$ cat src/rtl/core/spvg_pkg.sv
package spvg_pkg;

   localparam int unsigned DIR_W     = 32;
   localparam int unsigned IDX_W     = 6;
   localparam int unsigned VERT_W    = 33;
   localparam int unsigned TEX_W     = 16;
   localparam int unsigned BOX_W     = 42;
   localparam int unsigned OFS_W     = 41;
   localparam int unsigned RAD_W     = 32;
   localparam int unsigned LVL_W     = 4;
   localparam int unsigned CSR_IDX_W = 3;
   localparam int unsigned CSR_DAT_W = 41;

   // direction sum, its magnitude and the block-normalized magnitude
   localparam int unsigned SUM_W  = 42;
   localparam int unsigned MAG_W  = 41;
   localparam int unsigned NRM_W  = 31;
   localparam int unsigned WIDE_W = 64;
   localparam int unsigned HALF_W = 32;

   localparam int unsigned TEX_BASE      = 32;
   localparam int unsigned TEX_LIMIT     = 512;
   localparam int unsigned TEX_BASE_LOG2 = $clog2(TEX_BASE);
   localparam int unsigned TEX_MAX_SHIFT = $clog2(TEX_LIMIT / TEX_BASE);
   localparam int unsigned TEX_SIZE_W    = $clog2(TEX_LIMIT) + 1;

   typedef enum logic [CSR_IDX_W-1:0] {
      CSR_RADIUS   = 3'd0,
      CSR_OFFSET_X = 3'd1,
      CSR_OFFSET_Y = 3'd2,
      CSR_OFFSET_Z = 3'd3,
      CSR_LEVEL    = 3'd4
   } csr_index_type;

endpackage

$ cat src/rtl/core/spvg_div.sv
module spvg_div (
   input  logic                             clock,
   input  logic                             reset,
   input  logic                             start,
   input  logic [spvg_pkg::WIDE_W-1:0]      dividend,
   input  logic [spvg_pkg::HALF_W-1:0]      divisor,
   output logic                             done,
   output logic [spvg_pkg::WIDE_W-1:0]      quotient
);

   localparam int unsigned WW    = spvg_pkg::WIDE_W;
   localparam int unsigned HW    = spvg_pkg::HALF_W;
   localparam int unsigned CNT_W = $clog2(WW);

   logic              run_ff, run_in;
   logic              done_ff, done_in;
   logic [CNT_W-1:0]  cnt_ff, cnt_in;
   logic [HW-1:0]     rem_ff, rem_in;
   logic [HW-1:0]     dvs_ff, dvs_in;
   logic [WW-1:0]     quo_ff, quo_in;
   logic [HW:0]       rem_sh;
   logic              ge;

   // restoring division, one quotient bit a cycle
   always_comb begin
      rem_sh  = {rem_ff, quo_ff[WW-1]};
      ge      = rem_sh >= {1'b0, dvs_ff};
      run_in  = run_ff;
      done_in = 1'b0;
      cnt_in  = cnt_ff;
      rem_in  = rem_ff;
      dvs_in  = dvs_ff;
      quo_in  = quo_ff;
      if (start) begin
         run_in = 1'b1;
         cnt_in = '0;
         rem_in = '0;
         dvs_in = divisor;
         quo_in = dividend;
      end else if (run_ff) begin
         rem_in = ge ? HW'(rem_sh - {1'b0, dvs_ff}) : rem_sh[HW-1:0];
         quo_in = {quo_ff[WW-2:0], ge};
         cnt_in = cnt_ff + 1'b1;
         if (cnt_ff == CNT_W'(WW - 1)) begin
            run_in  = 1'b0;
            done_in = 1'b1;
         end
      end
   end

   always_ff @(posedge clock) begin
      if (reset) begin
         run_ff  <= 1'b0;
         done_ff <= 1'b0;
      end else begin
         run_ff  <= run_in;
         done_ff <= done_in;
      end
      cnt_ff <= cnt_in;
      rem_ff <= rem_in;
      dvs_ff <= dvs_in;
      quo_ff <= quo_in;
   end

   assign done     = done_ff;
   assign quotient = quo_ff;

endmodule

$ cat config.mk
export PLATFORM = sky130hd
export DESIGN_NAME = spvg_div
export DESIGN_NICKNAME = d
export VERILOG_FILES = /design/src/rtl/core/spvg_pkg.sv /design/src/rtl/core/spvg_div.sv
export SDC_FILE = /design/constraint.sdc
export NUM_CORES = 1
export LEC_CHECK = 0
export BUFFER_PORTS_ARGS = -buffer_cell sky130_fd_sc_hd__buf_4
export CORE_AREA = 2 2 147 120
export CTS_BUF_LIST = sky130_fd_sc_hd__clkbuf_16
export DETAILED_ROUTE_END_ITERATION = 12
export DIE_AREA = 0 0 149 122
export GPL_TIMING_DRIVEN = 0
export HOLD_SLACK_MARGIN = 0.12
export MAX_ROUTING_LAYER = met4
export PLACE_DENSITY_LB_ADDON = 0.25
export SYNTH_ARGS = -nofsm -noshare
export SYNTH_HDL_FRONTEND = slang
export SYNTH_SLANG_ARGS = --single-unit
$ cat constraint.sdc
create_clock -name clock -period 3.2 [get_ports clock]
set_clock_uncertainty 0.1 [all_clocks]
set_input_delay 0.16 -clock clock [delete_from_list [all_inputs] [get_ports clock]]
set_output_delay 0.16 -clock clock [all_outputs]
set_load 0.01 [all_outputs]
==> flow_summary.ini, run 1 <==
[grt]
grt_usage = 0.233
grtUsageMet2 = 0.347
grt_max_degree = 39
grtUsageMet1 = 0.314
antenna_found_initial = 0
top_usage_layer = met2
gr-usage-met3 = 0.0614
grt_pass1_vias = 6258
grt_overflow = 0
grt_pass1_wl_um = 31900

[power_and_ir_drop]
leakagePower_uw = 0.00428
p_per_area_mw_per_mm2 = 503
ir_worst_vdd_v = 0.000336
power_uw = 5280

[logic_synthesis]
netlist.area_leader.share = 0.391
synth_area_leaders = edfxtp_1 39%, dfxtp_1 11%, mux2_2 9.8%, ha_1 5.6%, mux2i_1 3.1%
ys_seq_elements = 136
synth_top_family_by_area = compound AO/OA/AOI/OAI gates
seq_area_frac_synth = 0.500
synthAdderAreaFrac = 0.0587
synth_top_area_cell = edfxtp_1
synth_area_mm2 = 0.00737
synth-main-ff-cell = edfxtp_1
syn_nets = 795
synth_cells = 662
synthXorXnorAreaFrac = 0.0261
ys_warn_count = 0
ys_async_sr_fraction = 0
synth_cell_type_count = 67
synthSimpleGateAreaFrac = 0.108
synthMuxAreaShare = 0.131
synth-compound-area-share = 0.133
avgSynthCellArea_um2 = 11.1
synth-edff-count = 96

[layout]
final_net_count = 1075
drive_above_1_share = 0.303
fin_area_mm2 = 0.0105
num-fill-cells = 1368
final_cell_mix = 165 x buf_4, 97 x dlygate4sd3_1, 96 x edfxtp_1
syn_to_final_growth_pct = 42.3
layout_commonest_cell = buf_4

[worst_setup_path]
startpoint = quotient[63]
arrival_ps = 3230
r2r_slack_ps = 150
crit_path_start_kind = flip-flop
cp_top_family = compound AO/OA/AOI/OAI gates
crit_type = reg2reg
critPathSlowestCell = fa_1
critPathRequiredTime_ps = 3390
cp_max_fo = 2
cp_num_cells = 11
r2r-end = rem_ff[30]
endpoint_kind = flip-flop
timing.critical_path.mode_cell = a21o_1
crit_end = rem_ff[30]
critPathMaxStageDelay_ps = 420
rr_startpoint = quotient[63]
rr_worst_depth = 11
crit_buf_inv = 1
crit_chain = inv_1 -> ha_1 -> fa_1 -> nand2b_1 -> a21o_1 -> a211o_1 -> a21oi_2 -> nor3_1 -> a21o_1 -> a311oi_2 -> o221ai_1

[cts]
cts_max_path_buffers = 2
cts_htree_levels = 4
cts.clk_slew.worst_paths_ps = 70
numCtsBuffers = 17
cts.sinks = 136
tritoncts = done
postCtsSetupBuffers = 0
clkLatencyLatePin_ps = 430
clock-root-buffer = clkbuf_16

[hold_path]
hold_class = in2reg

[timing]
fmaxAchievable_ghz = 0.328
hold_viol = 0
slew_violations = 0
min_period_over_period = 0.952
slew_headroom = 0.508
tns_ps = 0
worst_slew_pin_slew_ps = 738
setup_viol = 0
min_period_ps = 3050

[route]
wl_per_cell_um = 16.9
ant_nets = 0
viasPerCell = 5.26
drtIter0Drc = 432
drc = 0
vias = 6214
dr.pass1.iters = 5
routed_wl_um = 19900

[floorplan]
fp.dieH_um = 122
fp.dieW_um = 149
coreArea_mm2 = 0.0169
die_area_mm2 = 0.0182
start_util = 0.436
rows = 43
ios = 164

[placed_design]
io_buffers = 163
dp_hpwl_um = 13400
place.gp.congestion = 0.877
placed_area_mm2 = 0.00890

[outcome]
status = completed

[run]
maxCapViolCount = 0
-- kinds of logic (layout without fill, tap and decap cells) --
| family | count (synthesis) | in the layout |
|---|---|---|
| AND/OR/NAND/NOR | 166 | 166 |
| AO/OA/AOI/OAI | 142 | 142 |
| flip-flops | 136 | 136 |
| multiplexers | 88 | 88 |
| buffers and inverters | 74 | 367 |
| adder cells (fa/ha/maj) | 34 | 34 |
| XOR/XNOR | 22 | 22 |
| other | 0 | 1 |
-- through the flow --
step	setup WS [ps]	hold WS [ps]	cells	util
after global placement	-496	237	1050	0.526
after floorplan	465	132	662	-
after global routing	-4.02	141	1180	0.621
after CTS	33.6	129	1180	0.619
after detailed placement	72.4	239	1051	0.527
final	154	130	1181	0.621
-- power breakdown --
group	leakage [uW]	total, uW	switching [uW]	internal [uW]
Sequential	0.00129	2160	90.6	2070
Clock	0.000284	1990	825	1160
Combinational	0.00272	1140	569	567
Total	0.00428	5280	1480	3800
-- cell type report --
type                            count  area [um^2]  area share
Antenna cell                        1         2.50    0.000238
Buffer                             28          144      0.0137
Clock buffer                       17          425      0.0405
Clock inverter                     15          166      0.0159
Inverter                           46          173      0.0165
Multi-Input combinational cell    452         3400       0.324
Sequential cell                   136         3680       0.351
Tap cell                          225          282      0.0268
Timing Repair Buffer              261         2210       0.211
-- state kept, by name, summed over array words and instances, names as in the netlist --
signal	count
quotient	64
dvs_ff	32
rem_ff	32
cnt_ff	6
done	1
run_ff	1
-- routing by layer --
| metal | vias to the layer above | part of all wire |
|---|---|---|
| li1 | 3032 | - |
| met1 | 2935 | 0.47 |
| met2 | 220 | 0.45 |
| met3 | 27 | 0.062 |
| met4 | 0 | 0.018 |
| met5 | - | 0 |
-- cell usage after synthesis (4+ instances only) --
cell type and count:
nor2_1 54, edfxtp_1 96, dfxtp_1 40, a21oi_1 34, inv_1 45, o21ai_0 17, ha_1 33, a211o_1 4
nand2_1 37, nand2b_1 7, o21a_1 4, nand4_1 8, or3_1 4, xor2_1 9, a211oi_1 21, a311oi_1 6
o211ai_1 9, a21o_1 9, nor2b_1 6, mux2_2 64, nand3_1 15, o21ai_1 5, buf_2 4, nor3_1 16
clkbuf_1 17, xnor2_1 13, mux2i_1 23
-- worst min-delay path by stage --
stage / startpoint / to / slack [ps] / cells after the start
after global placement: reset / run_ff / 240 / 2
final: start / dvs_ff[7] / 130 / 1
after global routing: start / dvs_ff[1] / 140 / 1
after detailed placement: divisor[17] / dvs_ff[17] / 240 / 1
after CTS: start / dvs_ff[7] / 130 / 1
after floorplan: reset / run_ff / 130 / 1
-- what timing repair did --
item | 4_1_cts | 5_1_grt
endpoints found under the setup margin | 0 | 12
endpoints found under the hold margin | 98 | 0
hold buffers | 97 | 0
resized for setup | 0 | 6
-- worst register-to-register path, delay by kind of cell (launching register included) --
family / cells / cell delay, ps
AOI/OAI and AO/OA: 6 / 1390
buffers and inverters: 1 / 80
adders and majority gates: 2 / 650
and+or+nand+nor: 2 / 300
DFF: 1 / 380
(Power assumes the default switching activity.)
==> inputs of run 2 (changes only) <==
Settings changed: ABC_AREA from default to 1, CORE_AREA 2 2 147 120 to 2 2 154 126, DIE_AREA 0 0 149 122 to 0 0 156 128.
==> flow_summary.ini, run 2 <==
[logic_synthesis]
synth_top_area_cell = edfxtp_1
ys_seq_elements = 136
synth_area_leaders = edfxtp_1 35%, nand2_1 22%, dfxtp_1 9.8%, inv_1 7.4%, ha_1 5.1%
synthMostInstantiatedCell = nand2_1
avgSynthCellArea_um2 = 7.44
synth_cells = 1098
ys_warn_count = 0
netlist_top_cells_count = 471 x nand2_1, 162 x inv_1, 96 x edfxtp_1, 78 x nand3_1, 46 x nor2_1
synth_cell_type_count = 38
ys_async_sr_fraction = 0
syn_nets = 1231
synth-edff-count = 96
synth-main-ff-cell = edfxtp_1
seq_area_frac_synth = 0.451
netlist.area_leader.share = 0.353
synth_area_mm2 = 0.00816

[timing]
rsz0062_at_grt = no
min_period_over_period = 0.949
setup_viol = 0
fmaxAchievable_ghz = 0.329
worst_slew_pin_slew_ps = 964
tns_ps = 0
min_period_ps = 3040
hold_viol = 0
slew_violations = 0
slew_headroom = 0.355

[layout]
layout_commonest_cell = nand2_1
drive_above_1_share = 0.175
final_cell_mix = 471 x nand2_1, 167 x buf_4, 162 x inv_1
syn_to_final_growth_pct = 38.4
largest_reg_flops = 64
finish.utilization = 0.610
final_net_count = 1512
antenna_cells = 0

[run]
maxCapViolCount = 0

[floorplan]
ios = 164
fp.dieW_um = 156
coreArea_mm2 = 0.0185
start_util = 0.441
die_area_mm2 = 0.0200
fp.dieH_um = 128
rows = 45

[route]
ant_nets = 0
drtIter0Drc = 511
routed_wl_um = 23300
viasPerCell = 4.84
dr.pass1.iters = 6
wl_per_cell_um = 14.3
drc = 0
vias = 7873

[grt]
antenna_found_initial = 0
grt_pass1_wl_um = 37000
grt_overflow = 0
grt_pass1_vias = 7364
grt_usage = 0.245
grt_max_degree = 55

[cts]
clock-root-buffer = clkbuf_16
cts_resized = 0
cts_max_path_buffers = 2
numCtsBuffers = 17
cts_htree_levels = 4
cts.sinks = 136
clkLatencyLatePin_ps = 440
postCtsSetupBuffers = 0
cts.clk_slew.worst_paths_ps = 70
tritoncts = done

[worst_setup_path]
arrival_ps = 3080
cp_max_fo = 54
rr_worst_depth = 4
endpoint_kind = flip-flop
crit_path_start_kind = primary input
crit_type = in2reg
critPathRequiredTime_ps = 3240

[hold_path]
hold_class = in2reg
hold_path_depth = 2

[power_and_ir_drop]
p_per_area_mw_per_mm2 = 430
leakagePower_uw = 0.00575
ir_worst_vdd_v = 0.000346

[outcome]
status = completed

[placed_design]
dp_hpwl_um = 16800
place.gp.congestion = 0.994
io_buffers = 163
==> run 2: changes by cell type after synthesis, sizes merged, moves of 17 or more <==
cell | previous run | this run
nand3 | 15 | 81
mux2 | 65 | 0
inv | 46 | 167
a211oi | 22 | 0
mux2i | 23 | 0
nand2 | 37 | 484
nand3b | 1 | 18
==> run 2: report_power, final <==
group / internal [uW] / switching (uW)
Sequential: 2030 / 66.1
Combinational: 368 / 386
Clock: 1120 / 891
Total: 3520 / 1340
==> run 2: kinds of logic (layout without fill, tap and decap cells) <==
logic type | Yosys count | in the layout | share of synthesized area
adder cells (fa/ha/maj) | 34 | 34 | 0.0530
XOR/XNOR | 14 | 14 | 0.0150
AND/OR/NAND/NOR | 655 | 655 | 0.342
flip-flops | 136 | 136 | 0.451
buffers and inverters | 198 | 492 | 0.0978
AO/OA/AOI/OAI | 61 | 61 | 0.0414
==> run 2: per-layer routing <==
metal,up-vias,global-route usage,part of all wire,wire length (um)
li1,4009,-,-,-
met1,3587,0.344,0.49,11300
met2,250,0.369,0.43,10100
met3,27,0.0470,0.066,1540
met4,0,0.0572,0.014,316
met5,-,-,0,0
==> run 2: layout make-up <==
type	count	area [um^2]
Multi-Input combinational cell	764	3680
Tap cell	235	294
Buffer	29	168
Timing Repair Buffer	262	2230
Clock buffer	17	425
Inverter	169	634
Fill cell	1619	7230
Clock inverter	15	179
Sequential cell	136	3680
==> run 2: critical path: stages <==
cell and delay [ps]:
dlygate4sd3_1 540, buf_4 280, clkbuf_1 220, nor2_1 750, inv_1 380, clkbuf_4 390, buf_16 260
==> run 2: repair_timing <==
item	in CTS	in global routing
hold endpoints to repair	116	0
endpoints found under the setup margin	0	0
hold buffers	98	0
==> run 2: worst paths after layout <==
check,startpoint,slack (ps),to
worst max-delay path,start,160,quotient[62]
worst min register to register,rem_ff[22],370,rem_ff[22]
worst max register to register,run_ff,580,quotient[62]
worst min-delay path,divisor[5],340,dvs_ff[5]
==> run 2: through the flow <==
stage	instance area, um^2	hold slack [ps]	setup slack [ps]	instances	power [uW]
after floorplan	8170	139	955	1098	2450
after global placement	9680	238	-534	1496	2770
after detailed placement	9710	239	290	1497	2780
after CTS	11300	330	187	1627	4880
after global routing	11300	339	33.0	1627	5050
final	11300	338	164	1627	4860
